--- src/rtl/nnpp_pkg.sv ---
// nnpp_pkg: shared widths, register indexes and beat types for the
// nearest non-black pixel pick block; no dependencies
package nnpp_pkg;

  localparam int BOX_SIZE_DEFAULT = 11;

  localparam int COLOR_W  = 24;
  localparam int INDEX_W  = 25;
  localparam int COORD_W  = 14;
  localparam int EXTENT_W = 15;
  localparam int CFG_IDX_W  = 3;
  localparam int CFG_DATA_W = 15;

  localparam logic [CFG_IDX_W-1:0] REG_PICK_X      = 3'd0;
  localparam logic [CFG_IDX_W-1:0] REG_PICK_Y      = 3'd1;
  localparam logic [CFG_IDX_W-1:0] REG_VIEW_WIDTH  = 3'd2;
  localparam logic [CFG_IDX_W-1:0] REG_VIEW_HEIGHT = 3'd3;

  // pixel beat as held in the input stage
  typedef struct packed {
    logic [COLOR_W-1:0] color;
    logic               last;
  } pix_t;

  // viewport setup handed to the selection stage
  typedef struct packed {
    logic [COORD_W-1:0]  pick_x;
    logic [COORD_W-1:0]  pick_y;
    logic [EXTENT_W-1:0] view_width;
    logic [EXTENT_W-1:0] view_height;
  } view_t;

endpackage

--- src/rtl/nnpp_if.sv ---
// nnpp channel interfaces: pixel input, index result and register writes
// depends on nnpp_pkg
interface nnpp_pix_if
  import nnpp_pkg::*;
();
  logic       valid;
  logic       ready;
  logic [7:0] red;
  logic [7:0] green;
  logic [7:0] blue;
  logic       last_pixel;

  modport source (output valid, red, green, blue, last_pixel, input ready);
  modport sink   (input valid, red, green, blue, last_pixel, output ready);
endinterface

interface nnpp_res_if
  import nnpp_pkg::*;
();
  logic                      valid;
  logic                      ready;
  logic signed [INDEX_W-1:0] selected_index;

  modport source (output valid, selected_index, input ready);
  modport sink   (input valid, selected_index, output ready);
endinterface

interface nnpp_cfg_if
  import nnpp_pkg::*;
();
  logic                  valid;
  logic                  ready;
  logic [CFG_IDX_W-1:0]  index;
  logic [CFG_DATA_W-1:0] data;

  modport source (output valid, index, data, input ready);
  modport sink   (input valid, index, data, output ready);
endinterface

--- src/rtl/nnpp_scan.sv ---
// nnpp_scan: input stage register and box column/row counters
// depends on nnpp_pkg
module nnpp_scan
  import nnpp_pkg::*;
#(
  parameter int BOX_SIZE = BOX_SIZE_DEFAULT,
  localparam int CNT_W = $clog2(BOX_SIZE)
) (
  input  logic             clk,
  input  logic             rst,
  input  logic             in_valid,
  output logic             in_ready,
  input  pix_t             in_pix,
  input  logic             stage_take,
  output logic             stage_valid,
  output pix_t             stage_pix,
  output logic [CNT_W-1:0] stage_col,
  output logic [CNT_W-1:0] stage_row
);

  localparam logic [CNT_W-1:0] LAST_POS = CNT_W'(BOX_SIZE - 1);

  logic [CNT_W-1:0] column_count;
  logic [CNT_W-1:0] row_count;
  logic             accept;

  assign in_ready = !stage_valid || stage_take;
  assign accept   = in_valid && in_ready;

  always_ff @(posedge clk) begin
    if (rst) begin
      stage_valid  <= 1'b0;
      column_count <= '0;
      row_count    <= '0;
    end else begin
      if (accept) begin
        stage_valid <= 1'b1;
      end else if (stage_take) begin
        stage_valid <= 1'b0;
      end
      if (accept) begin
        if (in_pix.last) begin
          column_count <= '0;
          row_count    <= '0;
        end else if (column_count == LAST_POS) begin
          column_count <= '0;
          // overlong box wraps back to the first row
          row_count    <= (row_count == LAST_POS) ? '0 : row_count + 1'b1;
        end else begin
          column_count <= column_count + 1'b1;
        end
      end
    end
  end

  always_ff @(posedge clk) begin
    if (accept) begin
      stage_pix <= in_pix;
      stage_col <= column_count;
      stage_row <= row_count;
    end
  end

endmodule

--- src/rtl/nnpp_select.sv ---
// nnpp_select: viewport test, ring distance compare, best-so-far state and
// the result register; depends on nnpp_pkg
module nnpp_select
  import nnpp_pkg::*;
#(
  parameter int BOX_SIZE = BOX_SIZE_DEFAULT,
  localparam int CNT_W  = $clog2(BOX_SIZE),
  localparam int HALF   = BOX_SIZE / 2,
  localparam int DIST_W = $clog2(HALF + 1)
) (
  input  logic                      clk,
  input  logic                      rst,
  input  view_t                     view,
  input  logic                      stage_valid,
  input  pix_t                      stage_pix,
  input  logic [CNT_W-1:0]          stage_col,
  input  logic [CNT_W-1:0]          stage_row,
  output logic                      stage_take,
  output logic                      out_valid,
  input  logic                      out_ready,
  output logic signed [INDEX_W-1:0] out_index
);

  localparam logic [CNT_W-1:0] HALF_CNT = CNT_W'(HALF);
  localparam logic [15:0]      HALF_16  = 16'(HALF);

  logic              have_candidate;
  logic [DIST_W-1:0] best_distance;
  logic [CNT_W-1:0]  best_column;
  logic [CNT_W-1:0]  best_row;
  logic [COLOR_W-1:0] best_color;

  logic               have_next;
  logic [COLOR_W-1:0] color_next;
  logic [15:0]        sum_x, sum_y;
  logic               in_view, qualify, better, update;
  logic [CNT_W-1:0]   dx, dy;
  logic [DIST_W-1:0]  ring_dist;

  assign stage_take = stage_valid && (!stage_pix.last || !out_valid || out_ready);

  always_comb begin
    // box position to frame coordinate, kept unsigned by testing against half first
    sum_x  = 16'(view.pick_x) + 16'(stage_col);
    sum_y  = 16'(view.pick_y) + 16'(stage_row);
    in_view = (sum_x >= HALF_16) && ((sum_x - HALF_16) < 16'(view.view_width)) &&
              (sum_y >= HALF_16) && ((sum_y - HALF_16) < 16'(view.view_height));
    qualify = in_view && (stage_pix.color != '0);
    dx = (stage_col >= HALF_CNT) ? stage_col - HALF_CNT : HALF_CNT - stage_col;
    dy = (stage_row >= HALF_CNT) ? stage_row - HALF_CNT : HALF_CNT - stage_row;
    ring_dist = (dx > dy) ? DIST_W'(dx) : DIST_W'(dy);
    better = !have_candidate || (ring_dist < best_distance) ||
             ((ring_dist == best_distance) &&
              ((stage_col < best_column) ||
               ((stage_col == best_column) && (stage_row < best_row))));
    update     = stage_take && qualify && better;
    have_next  = have_candidate || (qualify && better);
    color_next = (qualify && better) ? stage_pix.color : best_color;
  end

  always_ff @(posedge clk) begin
    if (rst) begin
      have_candidate <= 1'b0;
      best_distance  <= '0;
      best_column    <= '0;
      best_row       <= '0;
      best_color     <= '0;
      out_valid      <= 1'b0;
    end else begin
      if (stage_take && stage_pix.last) begin
        have_candidate <= 1'b0;
        best_distance  <= '0;
        best_column    <= '0;
        best_row       <= '0;
        best_color     <= '0;
      end else if (update) begin
        have_candidate <= 1'b1;
        best_distance  <= ring_dist;
        best_column    <= stage_col;
        best_row       <= stage_row;
        best_color     <= stage_pix.color;
      end
      if (stage_take && stage_pix.last) begin
        out_valid <= 1'b1;
      end else if (out_ready) begin
        out_valid <= 1'b0;
      end
    end
  end

  always_ff @(posedge clk) begin
    if (stage_take && stage_pix.last) begin
      // id is the color minus one, all ones when nothing qualified
      out_index <= have_next ? $signed({1'b0, color_next - 1'b1}) : '1;
    end
  end

endmodule

--- src/rtl/nearest_nonblack_pixel_pick.sv ---
// nearest_nonblack_pixel_pick: top level, register file and stage wiring
// depends on nnpp_pkg, nnpp_if, nnpp_scan, nnpp_select
// path: the last pixel beat passes the input stage, then the output register
// throughput: one pixel beat per cycle; the input stage stalls only when a
//   last pixel meets an untaken result in the output register
// reset: rst (synchronous) clears the counters, the stage valid, the best
//   candidate, the output valid and the viewport registers to zero
module nearest_nonblack_pixel_pick
  import nnpp_pkg::*;
#(
  parameter int BOX_SIZE = BOX_SIZE_DEFAULT,
  localparam int CNT_W = $clog2(BOX_SIZE)
) (
  input logic        clk,
  input logic        rst,
  nnpp_pix_if.sink   pix,
  nnpp_res_if.source res,
  nnpp_cfg_if.sink   cfg
);

  view_t            view;
  pix_t             in_pix;
  pix_t             stage_pix;
  logic             stage_valid;
  logic             stage_take;
  logic [CNT_W-1:0] stage_col;
  logic [CNT_W-1:0] stage_row;

  assign cfg.ready = 1'b1;

  always_ff @(posedge clk) begin
    if (rst) begin
      view <= '0;
    end else if (cfg.valid) begin
      case (cfg.index)
        REG_PICK_X:      view.pick_x      <= cfg.data[COORD_W-1:0];
        REG_PICK_Y:      view.pick_y      <= cfg.data[COORD_W-1:0];
        REG_VIEW_WIDTH:  view.view_width  <= cfg.data[EXTENT_W-1:0];
        REG_VIEW_HEIGHT: view.view_height <= cfg.data[EXTENT_W-1:0];
        default: ;
      endcase
    end
  end

  assign in_pix.color = {pix.blue, pix.green, pix.red};
  assign in_pix.last  = pix.last_pixel;

  nnpp_scan #(
    .BOX_SIZE (BOX_SIZE)
  ) u_scan (
    .clk         (clk),
    .rst         (rst),
    .in_valid    (pix.valid),
    .in_ready    (pix.ready),
    .in_pix      (in_pix),
    .stage_take  (stage_take),
    .stage_valid (stage_valid),
    .stage_pix   (stage_pix),
    .stage_col   (stage_col),
    .stage_row   (stage_row)
  );

  nnpp_select #(
    .BOX_SIZE (BOX_SIZE)
  ) u_select (
    .clk         (clk),
    .rst         (rst),
    .view        (view),
    .stage_valid (stage_valid),
    .stage_pix   (stage_pix),
    .stage_col   (stage_col),
    .stage_row   (stage_row),
    .stage_take  (stage_take),
    .out_valid   (res.valid),
    .out_ready   (res.ready),
    .out_index   (res.selected_index)
  );

endmodule
--- src/flat_wrapper.sv ---
// flat-port wrapper written by rule: the top's interface ports become plain ports
module nearest_nonblack_pixel_pick_flat import nnpp_pkg::*;
#(
  parameter int BOX_SIZE = BOX_SIZE_DEFAULT,
  localparam int CNT_W = $clog2(BOX_SIZE)
)
  (clk, rst, pix_valid, pix_red, pix_green, pix_blue, pix_last_pixel, pix_ready, res_valid, res_selected_index, res_ready, cfg_valid, cfg_index, cfg_data, cfg_ready);
  nnpp_pix_if pix_i ();
  nnpp_res_if res_i ();
  nnpp_cfg_if cfg_i ();
  input logic clk;
  input logic rst;
  input wire logic [$bits(pix_i.valid)-1:0] pix_valid;
  input wire logic [$bits(pix_i.red)-1:0] pix_red;
  input wire logic [$bits(pix_i.green)-1:0] pix_green;
  input wire logic [$bits(pix_i.blue)-1:0] pix_blue;
  input wire logic [$bits(pix_i.last_pixel)-1:0] pix_last_pixel;
  output wire logic [$bits(pix_i.ready)-1:0] pix_ready;
  output wire logic [$bits(res_i.valid)-1:0] res_valid;
  output wire logic [$bits(res_i.selected_index)-1:0] res_selected_index;
  input wire logic [$bits(res_i.ready)-1:0] res_ready;
  input wire logic [$bits(cfg_i.valid)-1:0] cfg_valid;
  input wire logic [$bits(cfg_i.index)-1:0] cfg_index;
  input wire logic [$bits(cfg_i.data)-1:0] cfg_data;
  output wire logic [$bits(cfg_i.ready)-1:0] cfg_ready;
  assign pix_i.valid = pix_valid;
  assign pix_i.red = pix_red;
  assign pix_i.green = pix_green;
  assign pix_i.blue = pix_blue;
  assign pix_i.last_pixel = pix_last_pixel;
  assign pix_ready = pix_i.ready;
  assign res_valid = res_i.valid;
  assign res_selected_index = res_i.selected_index;
  assign res_i.ready = res_ready;
  assign cfg_i.valid = cfg_valid;
  assign cfg_i.index = cfg_index;
  assign cfg_i.data = cfg_data;
  assign cfg_ready = cfg_i.ready;
  nearest_nonblack_pixel_pick #(.BOX_SIZE(BOX_SIZE)) u_core (.clk(clk), .rst(rst), .pix(pix_i), .res(res_i), .cfg(cfg_i));
endmodule
--- config.mk ---
export PLATFORM = sky130hd
export DESIGN_NAME = nearest_nonblack_pixel_pick_flat
export DESIGN_NICKNAME = d
export VERILOG_FILES = /design/src/rtl/nnpp_pkg.sv /design/src/rtl/nnpp_if.sv /design/src/rtl/nnpp_scan.sv /design/src/rtl/nnpp_select.sv /design/src/rtl/nearest_nonblack_pixel_pick.sv /design/src/flat_wrapper.sv
export SDC_FILE = /design/constraint.sdc
export NUM_CORES = 1
export LEC_CHECK = 0
export BUFFER_PORTS_ARGS = -buffer_cell sky130_fd_sc_hd__clkbuf_2
export CAP_MARGIN = 0
export CORE_ASPECT_RATIO = 0.5
export CORE_MARGIN = 2
export CORE_UTILIZATION = 35
export CTS_CLUSTER_DIAMETER = 120
export DETAILED_ROUTE_END_ITERATION = 12
export SYNTH_ARGS = -nofsm -noshare
export SYNTH_HDL_FRONTEND = slang
export SYNTH_SLANG_ARGS = --single-unit
--- constraint.sdc ---
create_clock -name clk -period 7.3 [get_ports clk]
set_input_delay 0.365 -clock clk [delete_from_list [all_inputs] [get_ports clk]]
set_output_delay 0.365 -clock clk [all_outputs]
set_load 0.005 [all_outputs]
After elaboration in Yosys (flattened, before gate mapping)
Index checks and enable logic that the tools add are counted.
Storage, ports and cells
  input port bits: 48
  memory bits (read-only): 0
  memories: 0
  logic and storage cells: 95
  memory bits (writable): 0
  bits in latches: 0
  register bits: 162
Operators by class
  bitwise operators: 0
  divide/modulo/power cells: 0
  $lt $le $gt $ge: 10
  add/sub/neg operators: 11
  shift-type cells: 0
  multipliers: 0
  muxes and demuxes: 14
  equal/unequal tests: 7
  reductions and logical operators: 34
Operator list (number)
  16-bit by 15-bit less-than comparator with 1-bit output: 2
  15-bit by 3-bit subtractor with 16-bit output, second input constant: 2
  14-bit by 4-bit adder with 15-bit output: 2
  15-bit by 3-bit greater-or-equal comparator with 1-bit output, second input constant: 2
  4-bit two-way mux: 7
  25-bit two-way mux: 1
  24-bit two-way mux: 1
  24-bit nonzero test: 1
  24-bit by 1-bit subtractor with 24-bit output, second input constant: 1
  1-bit logical AND: 12
  2-bit AND reduction: 5
  4-bit by 1-bit adder with 4-bit output, second input constant: 2
  4-bit == test, second input constant: 2
  4-bit by 3-bit greater-or-equal comparator with 1-bit output, second input constant: 2
  4-bit less-than comparator: 2
  3-bit by 4-bit subtractor with 4-bit output, first input constant: 2
  4-bit by 3-bit subtractor with 4-bit output, second input constant: 2
  1-bit logical OR: 7
  3-bit by 2-bit == test with 1-bit output, second input constant: 2
  2-bit nonzero test: 3
  4-bit == test: 1
  4-bit greater-than comparator: 1
  1-bit logical NOT: 4
  1-bit two-way mux: 4
  6 further kinds: 6

Longest topological paths before layout
Gate-level depths: netlist (run 1).
  depth in word-level cells: 11
  gate-level depth with buffers: 35
  gate-level depth less buffers: 34

Hierarchy
A second synthesis (run 1) with hierarchy kept.
Second synthesis, totals
  cells, all modules: 1038
  area total of the unflattened synthesis: 10022.1 um^2
By module, submodules not included
  nnpp_select: area an instance 6179.7 um^2, instances 1, cells an instance 735
  nearest_nonblack_pixel_pick: area an instance 2356.0 um^2, instances 1, cells an instance 212
  nnpp_scan: area an instance 1486.4 um^2, instances 1, cells an instance 91

Worst setup path before layout (run 1)
Ideal clock, no wire load.
  path type: flip-flop to flip-flop
  from: reg u_core.u_scan.stage_col[0]
  to: reg u_core.u_select.out_index[18] (data pin)
  arrival: 6.185 ns
  stages on the path, launching flop included: 30
  path buffers: 2
  required time: 7.032 ns
  setup slack: 0.847 ns
  clock period less this slack: 6.453 ns
  setup time: 0.268 ns
  cells stage by stage: edfxtp_1 ha_1 fa_1 nand3_1 nand2_2 or4_1 o22a_1 or3_1 clkbuf_1 nor2_1 nor4b_1 a21oi_1 xnor2_1 ha_1 a211oi_1 o21ai_0 a221oi_1 o221a_2 nand4b_2 nor2_2 buf_1 mux2i_1 ha_1 and3_1 nand2_1 nor4_1 nand3_1 xnor2_1 mux2i_1 nand2_1
On the way
  word-level cells in the longest chain between the ends: 10
  elaborated cells on any way between the ends: 27
  those cells by class: 5 x add/sub; 6 x order compare; 2 x eq/ne; 3 x mux; 11 x reduce/logical
Ends and longest elaborated chain
  start, declared: RTL line nnpp_scan.sv:17  | output logic [CNT_W-1:0] stage_col,
  start signal, assigned: RTL line nnpp_scan.sv:59  | stage_col <= column_count;
  14-bit by 4-bit adder with 15-bit output (tied with other cells): RTL line nnpp_select.sv:44  | sum_x = 16'(view.pick_x) + 16'(stage_col);
  15-bit by 3-bit subtractor with 16-bit output or 4-bit two-way mux (tied branches): RTL line nnpp_select.sv:46, nnpp_select.sv:49
  16-bit by 15-bit less-than comparator with 1-bit output or 4-bit greater-than comparator (tied branches): RTL line nnpp_select.sv:46, nnpp_select.sv:51
  1-bit logical AND or 3-bit two-way mux (tied branches): RTL line nnpp_select.sv:46, nnpp_select.sv:51
  1-bit logical AND (tied with other cells): RTL line nnpp_select.sv:46  | in_view = (sum_x >= HALF_16) && ((sum_x - HALF_16) < 16'(view.view_width)) &&
  1-bit logical AND (tied with other cells): RTL line nnpp_select.sv:47  | (sum_y >= HALF_16) && ((sum_y - HALF_16) < 16'(view.view_height));
  1-bit logical AND or 1-bit logical OR (tied branches): RTL line nnpp_select.sv:48, nnpp_select.sv:52
  1-bit logical AND *: RTL line nnpp_select.sv:57, nnpp_select.sv:58
  24-bit two-way mux: RTL line nnpp_select.sv:58  | color_next = (qualify && better) ? stage_pix.color : best_color;
  24-bit by 1-bit subtractor with 24-bit output: RTL line nnpp_select.sv:94  | out_index <= have_next ? $signed({1'b0, color_next - 1'b1}) : '1;
  end signal, assigned: RTL line nnpp_select.sv:94
  end, declared: RTL line nnpp_select.sv:21  | output logic signed [INDEX_W-1:0] out_index
Mark *: on every way between the ends. The rest lies on a longest branch, timed or not.
A chain may end at the register's enable or synchronous reset.

Worst setup path in the final report (run 1)
  from: reg u_core.u_scan.stage_col[0]
  to: reg u_core.u_select.out_index[22] (data pin)
The elaborated chain is that of the path after synthesis.

==> results of run 1 <==
stage by stage:
| stage | area [µm²] | hold WS [ns] | total power [mW] | setup WS [ns] | std cells |
|---|---|---|---|---|---|
| floorplan | 9454 | 0.4305 | 1.284 | 0.8473 | 1071 |
| global placement | 10160 | 0.4435 | 1.377 | 0.6883 | 1464 |
| finish | 10820 | 0.1058 | 2.345 | 0.5406 | 1499 |
| detailed placement | 10160 | 0.4473 | 1.389 | 0.4656 | 1464 |
| global route | 10820 | 0.08953 | 2.457 | -0.006743 | 1499 |
| CTS | 10790 | 0.09155 | 2.362 | 0.4213 | 1496 |
report_power, final:
| group | internal [mW] | switching [mW] |
|---|---|---|
| Sequential | 0.962 | 0.0295 |
| Clock | 0.595 | 0.378 |
| Combinational | 0.164 | 0.217 |
logic make-up (layout without fill, tap and decap cells):
logic type,after synthesis,after routing,share of synthesized area (%)
AO/OA/AOI/OAI,184,184,11.63
XOR/XNOR,78,78,7.226
adder cells (fa/ha/maj),71,71,9.555
buffers and inverters,108,184,4.870
flip-flops,162,162,40.44
multiplexers,64,64,6.816
other,1,1,0.03967
AND/OR/NAND/NOR,403,403,19.42
cell usage in the layout (no fill, tap or decap), types with 3 or more instances in the layout:
| cell type | netlist | layout |
|---|---|---|
| nand2_1 | 190 | 190 |
| dfxtp_1 | 104 | 104 |
| nor2_1 | 90 | 89 |
| a21oi_1 | 87 | 87 |
| clkbuf_2 | 0 | 74 |
| ha_1 | 69 | 68 |
| inv_1 | 63 | 63 |
| mux2i_1 | 61 | 61 |
| edfxtp_1 | 58 | 58 |
| xnor2_1 | 45 | 45 |
| xor2_1 | 33 | 33 |
| o21ai_0 | 31 | 31 |
| nor3_1 | 18 | 17 |
| clkbuf_16 | 0 | 17 |
| nand3_1 | 16 | 16 |
| buf_4 | 1 | 14 |
| nor2b_1 | 12 | 12 |
| nor4_1 | 11 | 11 |
| nand2b_1 | 10 | 10 |
| nand4_1 | 10 | 10 |
| a21o_1 | 9 | 9 |
| o21a_1 | 7 | 7 |
| or2_2 | 7 | 7 |
| or3_1 | 6 | 6 |
| a211oi_1 | 6 | 6 |
| and3_1 | 6 | 6 |
| o211ai_1 | 5 | 5 |
| o31ai_1 | 4 | 4 |
| or4_1 | 4 | 4 |
| nand3b_1 | 4 | 4 |
| bufinv_16 | 0 | 4 |
| a21boi_0 | 3 | 3 |
| and2_1 | 3 | 3 |
| o22ai_1 | 3 | 3 |
| a31oi_1 | 4 | 3 |
| nor4b_1 | 3 | 3 |
| mux2_2 | 3 | 3 |
| o21ai_1 | 3 | 3 |
| inv_6 | 0 | 3 |
routing by layer:
layer	up-vias	part of all wire (%)	global-route usage, %
li1	3822	-	-
met5	-	0	0
met1	3586	47	19.76
met4	0	2.6	6.250
met2	103	48	28.20
met3	32	3.3	3.470
worst max-delay path: cells and delay by family, from the launching register on:
family	cells	cell delay (ns)
compound gates	6	1.30
xor+xnor	2	0.28
fa+ha+maj	4	1.17
buf+inv	2	0.41
flops	1	0.44
mux	2	0.34
simple gates	13	2.53
final cells by class:
type	count	area [µm²]
multi-input combinational	801	5199
timing repair buffer	89	486.7
tap	352	440.4
inverter	63	236.5
clock inverter	11	173.9
fill	2632	15670
clock buffer	21	460.4
sequential	162	3824
final timing paths:
check	slack (ns)	startpoint	to	cells after the start
worst max-delay path	0.54	u_core.u_scan.stage_col[0]$_DFFE_PP_	u_core.u_select.out_index[22]$_SDFFCE_PP1P_	29
worst min-delay path	0.11	pix_red[1]	u_core.u_scan.stage_pix[2]$_DFFE_PP_	1
worst max register to register	0.54	u_core.u_scan.stage_col[0]$_DFFE_PP_	u_core.u_select.out_index[22]$_SDFFCE_PP1P_	29
worst min register to register	0.46	u_core.view[28]$_SDFFE_PP0P_	u_core.view[28]$_SDFFE_PP0P_	2
state kept, by name (all words and copies together) (netlist names), 4 cells and up:
register,cells
u_core.view,58
u_core.u_select.best_color,24
u_core.u_scan.column_count,4
u_core.u_scan.stage_row,4
u_core.u_scan.stage_pix,25
u_core.u_select.best_column,4
u_core.u_select.out_index,25
u_core.u_select.best_row,4
u_core.u_scan.row_count,4
u_core.u_scan.stage_col,4
what timing repair did:
item,4_1_cts,5_1_grt
setup endpoints to repair,0,5
buffers inserted,0,3
gates resized for setup,0,2
==> results.py, run 1 <==
metrics = {
    "die": {
        "core_area_um2": 26490,
        "die_h_um": 120.2,
        "pin_count": 76,
        "die_w_um": 236.4,
        "die-area_um2": 28420,
        "start_util_pct": 35.70,
        "rows": 42,
    },
    "power": {
        "p_leak_nw": 4.023,
        "power_density_nw_per_um2": 216.8,
        "vdd_drop_max_mv": 0.1592,
    },
    "routing": {
        "wl_per_cell_um": 15.11,
        "drt-initial-drc-count": 491,
        "postRouteWirelength_um": 22640,
        "vias_per_cell": 5.032,
        "antenna_violating_nets_post_route": 0,
        "first_pass_iters": 5,
        "drc": 0,
        "num_vias": 7543,
    },
    "yosys": {
        "yosys-top-cells-area": "dfxtp_1, edfxtp_1, ha_1",
        "synth_top_area_cell": "dfxtp_1",
        "synth_cell_type_count": 67,
        "synthCells": 1071,
        "async_reset_ff_share_pct": 0,
        "synth.net_count": 1190,
        "synth_flop_cell": "dfxtp_1",
        "synth.avg_cell_area_um2": 8.827,
        "synth_edf_count": 58,
        "yosysSeqAreaShare_pct": 40.44,
        "synth_top_area_share_pct": 22.02,
        "yosys.cell_count.top_type": "nand2_1",
        "yosysWarnings": 0,
        "ys_top_cells_by_count": "nand2_1, dfxtp_1, nor2_1",
        "ys_ff_latch": 162,
        "syn-cell-area_um2": 9454,
    },
    "status": {
        "status": "completed",
    },
    "final_layout": {
        "n_antenna_cell": 0,
        "area_growth_pct": 14.45,
        "final_core_util_pct": 40.85,
        "drive_gt1_share_pct": 12.47,
        "fin_nets": 1253,
    },
    "global_route": {
        "grt_overflow": 0,
        "grt_max_degree": 65,
        "grt_pass1_vias": 7320,
        "antenna_found_initial": 0,
        "grt_usage_pct": 16.20,
        "grt_pass1_wl_um": 36560,
    },
    "clock_tree": {
        "clock_path_buffers": 2,
        "cts_htree_levels": 4,
        "ctsHoldBuffers": 0,
        "clk_pin_slew_ns": 0.07,
        "clk_latency_ns": 0.43,
        "cts_buffers": 17,
        "cts_root_buf": "clkbuf_16",
        "cts_tree": "yes",
        "numClockSinks": 162,
    },
    "placed_design": {
        "dp_hpwl_um": 16660,
        "place_congestion": 0.9106,
        "port_buffers": 74,
    },
    "setup_path": {
        "cp.required_ns": 7.44,
        "slowest_stage": "or3_1",
        "critPathKind": "register to register",
        "cp_max_fo": 14,
        "worst_setup_path_end_kind": "register",
        "cpPeakStageDelay_ns": 0.45,
        "cp-start-kind": "register",
        "crit_arrival_ns": 6.90,
    },
    "timing": {
        "finalSetupViolCount": 0,
        "slew_viol_final": 0,
        "finalClockSkew_ns": 0.008905,
        "hold_viol": 0,
        "slew_headroom_pct": 34.37,
        "period_minus_slack_ns": 6.759,
        "min_period_over_period_pct": 92.59,
        "fin_setup_tns_ns": 0,
        "tightest_slew_ns": 0.9838,
        "fmax_ghz": 0.1479,
    },
    "flow_run": {
        "maxCapViolCount": 0,
    },
    "min_path": {
        "hp-class": "input pin to register",
    },
}
(Power assumes the default switching activity.)
==> inputs of run 2 (changes only) <==
Settings changed: BUFFER_PORTS_ARGS -buffer_cell sky130_fd_sc_hd__clkbuf_2 to -buffer_cell sky130_fd_sc_hd__buf_2.
==> run 2 against run 1 <==
Global-route usage shrank 0.12 points. Clock skew barely moved. Register-to-register slack better by 0.04 ns. Critical path type unchanged.
==> results.py, run 2 (synthesis gave the netlist of run 1 again) <==
metrics = {
    "final_layout": {
        "final_common_cell": "nand2_1",
        "layout_common_cells": "nand2_1, dfxtp_1, nor2_1",
        "num-fill-cells": 2653,
        "drive_gt1_share_pct": 12.33,
        "area_growth_pct": 13.99,
        "fin_nets": 1250,
        "n_antenna_cell": 0,
        "reg_top3": "u_core.view (58), u_core.u_scan.stage_pix (25), u_core.u_select.out_index (25)",
        "regMostFlops": "u_core.view",
        "largest_reg_flops": 58,
    },
    "placed_design": {
        "dp_hpwl_um": 16460,
        "place_ws_ns": 0.4673,
        "port_buffers": 74,
        "place_congestion": 0.9281,
    },
    "global_route": {
        "antenna_found_initial": 0,
        "grt_max_degree": 65,
        "grt_pass1_vias": 7193,
        "grt_usage_pct": 16.08,
        "grt_overflow": 0,
        "grt_pass1_wl_um": 36230,
    },
    "setup_path": {
        "crit_arrival_ns": 6.87,
        "cp_max_fo": 14,
        "cp-start-kind": "register",
        "critPathKind": "register to register",
        "cpPeakStageDelay_ns": 0.49,
        "cp.required_ns": 7.44,
        "slowest_stage": "edfxtp_1",
        "worst_path_most_repeated_cell": "nand2_1",
        "worst_setup_path_end_kind": "register",
    },
    "clock_tree": {
        "clk_pin_slew_ns": 0.07,
        "cts_tree": "yes",
        "cts_root_buf": "clkbuf_16",
        "clock_path_buffers": 2,
        "clk_latency_ns": 0.43,
        "numClockSinks": 162,
        "cts_buffers": 17,
        "cts_htree_levels": 4,
    },
    "timing": {
        "period_minus_slack_ns": 6.724,
        "finalClockSkew_ns": 0.008726,
        "fmax_ghz": 0.1487,
        "hold_viol": 0,
        "min_period_over_period_pct": 92.11,
        "fin_setup_tns_ns": 0,
        "slew_viol_final": 0,
        "setup_ws_ns": 0.5757,
        "finalSetupViolCount": 0,
        "slew_headroom_pct": 32.60,
        "rsz0062_at_grt": "false",
        "tightest_slew_ns": 1.010,
    },
    "die": {
        "die_w_um": 236.4,
        "pin_count": 76,
        "core_area_um2": 26490,
        "start_util_pct": 35.70,
        "die_h_um": 120.2,
        "die-area_um2": 28420,
        "rows": 42,
    },
    "routing": {
        "num_vias": 7507,
        "first_pass_iters": 6,
        "wl_per_cell_um": 14.92,
        "vias_per_cell": 5.018,
        "antenna_violating_nets_post_route": 0,
        "postRouteWirelength_um": 22330,
        "drt-initial-drc-count": 431,
        "drc": 0,
    },
    "min_path": {
        "hp-class": "input pin to register",
    },
    "power": {
        "power_density_nw_per_um2": 211.6,
        "vdd_drop_max_mv": 0.1329,
        "p_leak_nw": 3.968,
    },
    "status": {
        "status": "completed",
    },
    "flow_run": {
        "maxCapViolCount": 0,
    },
}
==> run 2: cell types whose count changed in the layout (fill, tap and decap cells not counted), sizes merged <==
cell / change
buf: +71
bufinv: -3
clkbuf: -72
clkinv: +1
clkinvlp: +2
inv: -2
==> run 2: worst max-delay path, delay by kind of cell, from the launching register on <==
family                     cells  cell delay, ns
AOI/OAI and AO/OA              6            1.25
xor gates and xnor gates       2            0.27
adders and majority gates      4            1.19
buffers and inverters          2            0.39
DFF                            1            0.49
muxes                          2            0.35
and+or+nand+nor               14            2.45
==> run 2: what timing repair did <==
item / CTS / global route
setup buffers: 0 / 1
setup endpoints to repair: 0 / 4
resized for setup: 0 / 4
hold buffers: 0 / 0
==> run 2: per-stage QoR <==
step / hold WS, ns / util, % / total power [mW] / area (µm²) / instances
floorplan: 0.4305 / - / 1.284 / 9454 / 1071
global placement: 0.4408 / 38.32 / 1.376 / 10150 / 1463
detailed placement: 0.4465 / 38.32 / 1.389 / 10150 / 1463
CTS: 0.08179 / 40.60 / 2.301 / 10750 / 1495
global route: 0.08268 / 40.69 / 2.396 / 10780 / 1496
finish: 0.1037 / 40.69 / 2.281 / 10780 / 1496
==> run 2: per-layer routing <==
metal  track usage [%]  up-vias  share of wire (%)
met5                 0        -                  0
met4             5.222        0                1.4
met3             3.219       20                3.1
met2             27.83      100                 48
met1             20.24     3576                 48
li1                  -     3811                  -
==> run 2: final timing paths <==
path,start,endpoint,slack (ns),cells past startpoint
setup reg to reg,u_core.u_scan.stage_col[0]$_DFFE_PP_,u_core.u_select.out_index[22]$_SDFFCE_PP1P_,0.58,30
hold / removal,pix_green[2],u_core.u_scan.stage_pix[11]$_DFFE_PP_,0.10,1
hold reg to reg,u_core.view[17]$_SDFFE_PP0P_,u_core.view[17]$_SDFFE_PP0P_,0.45,2
setup / recovery,u_core.u_scan.stage_col[0]$_DFFE_PP_,u_core.u_select.out_index[22]$_SDFFCE_PP1P_,0.58,30
==> run 2: power breakdown <==
group	internal, mW	switching [mW]	leakage [nW]
registers	0.962	0.0295	1.39
logic	0.165	0.218	2.29
clock network	0.531	0.375	0.287
total	1.66	0.622	3.97
==> run 2: final cells by class <==
type | count | area (µm²) | share of cell area [%]
Tap cell | 352 | 440.4 | 4.087
Inverter | 63 | 236.5 | 2.194
Clock inverter | 9 | 92.59 | 0.8592
Sequential cell | 162 | 3824 | 35.48
Clock buffer | 23 | 510.5 | 4.737
Timing Repair Buffer | 86 | 464.2 | 4.307
Multi-Input combinational cell | 801 | 5209 | 48.33
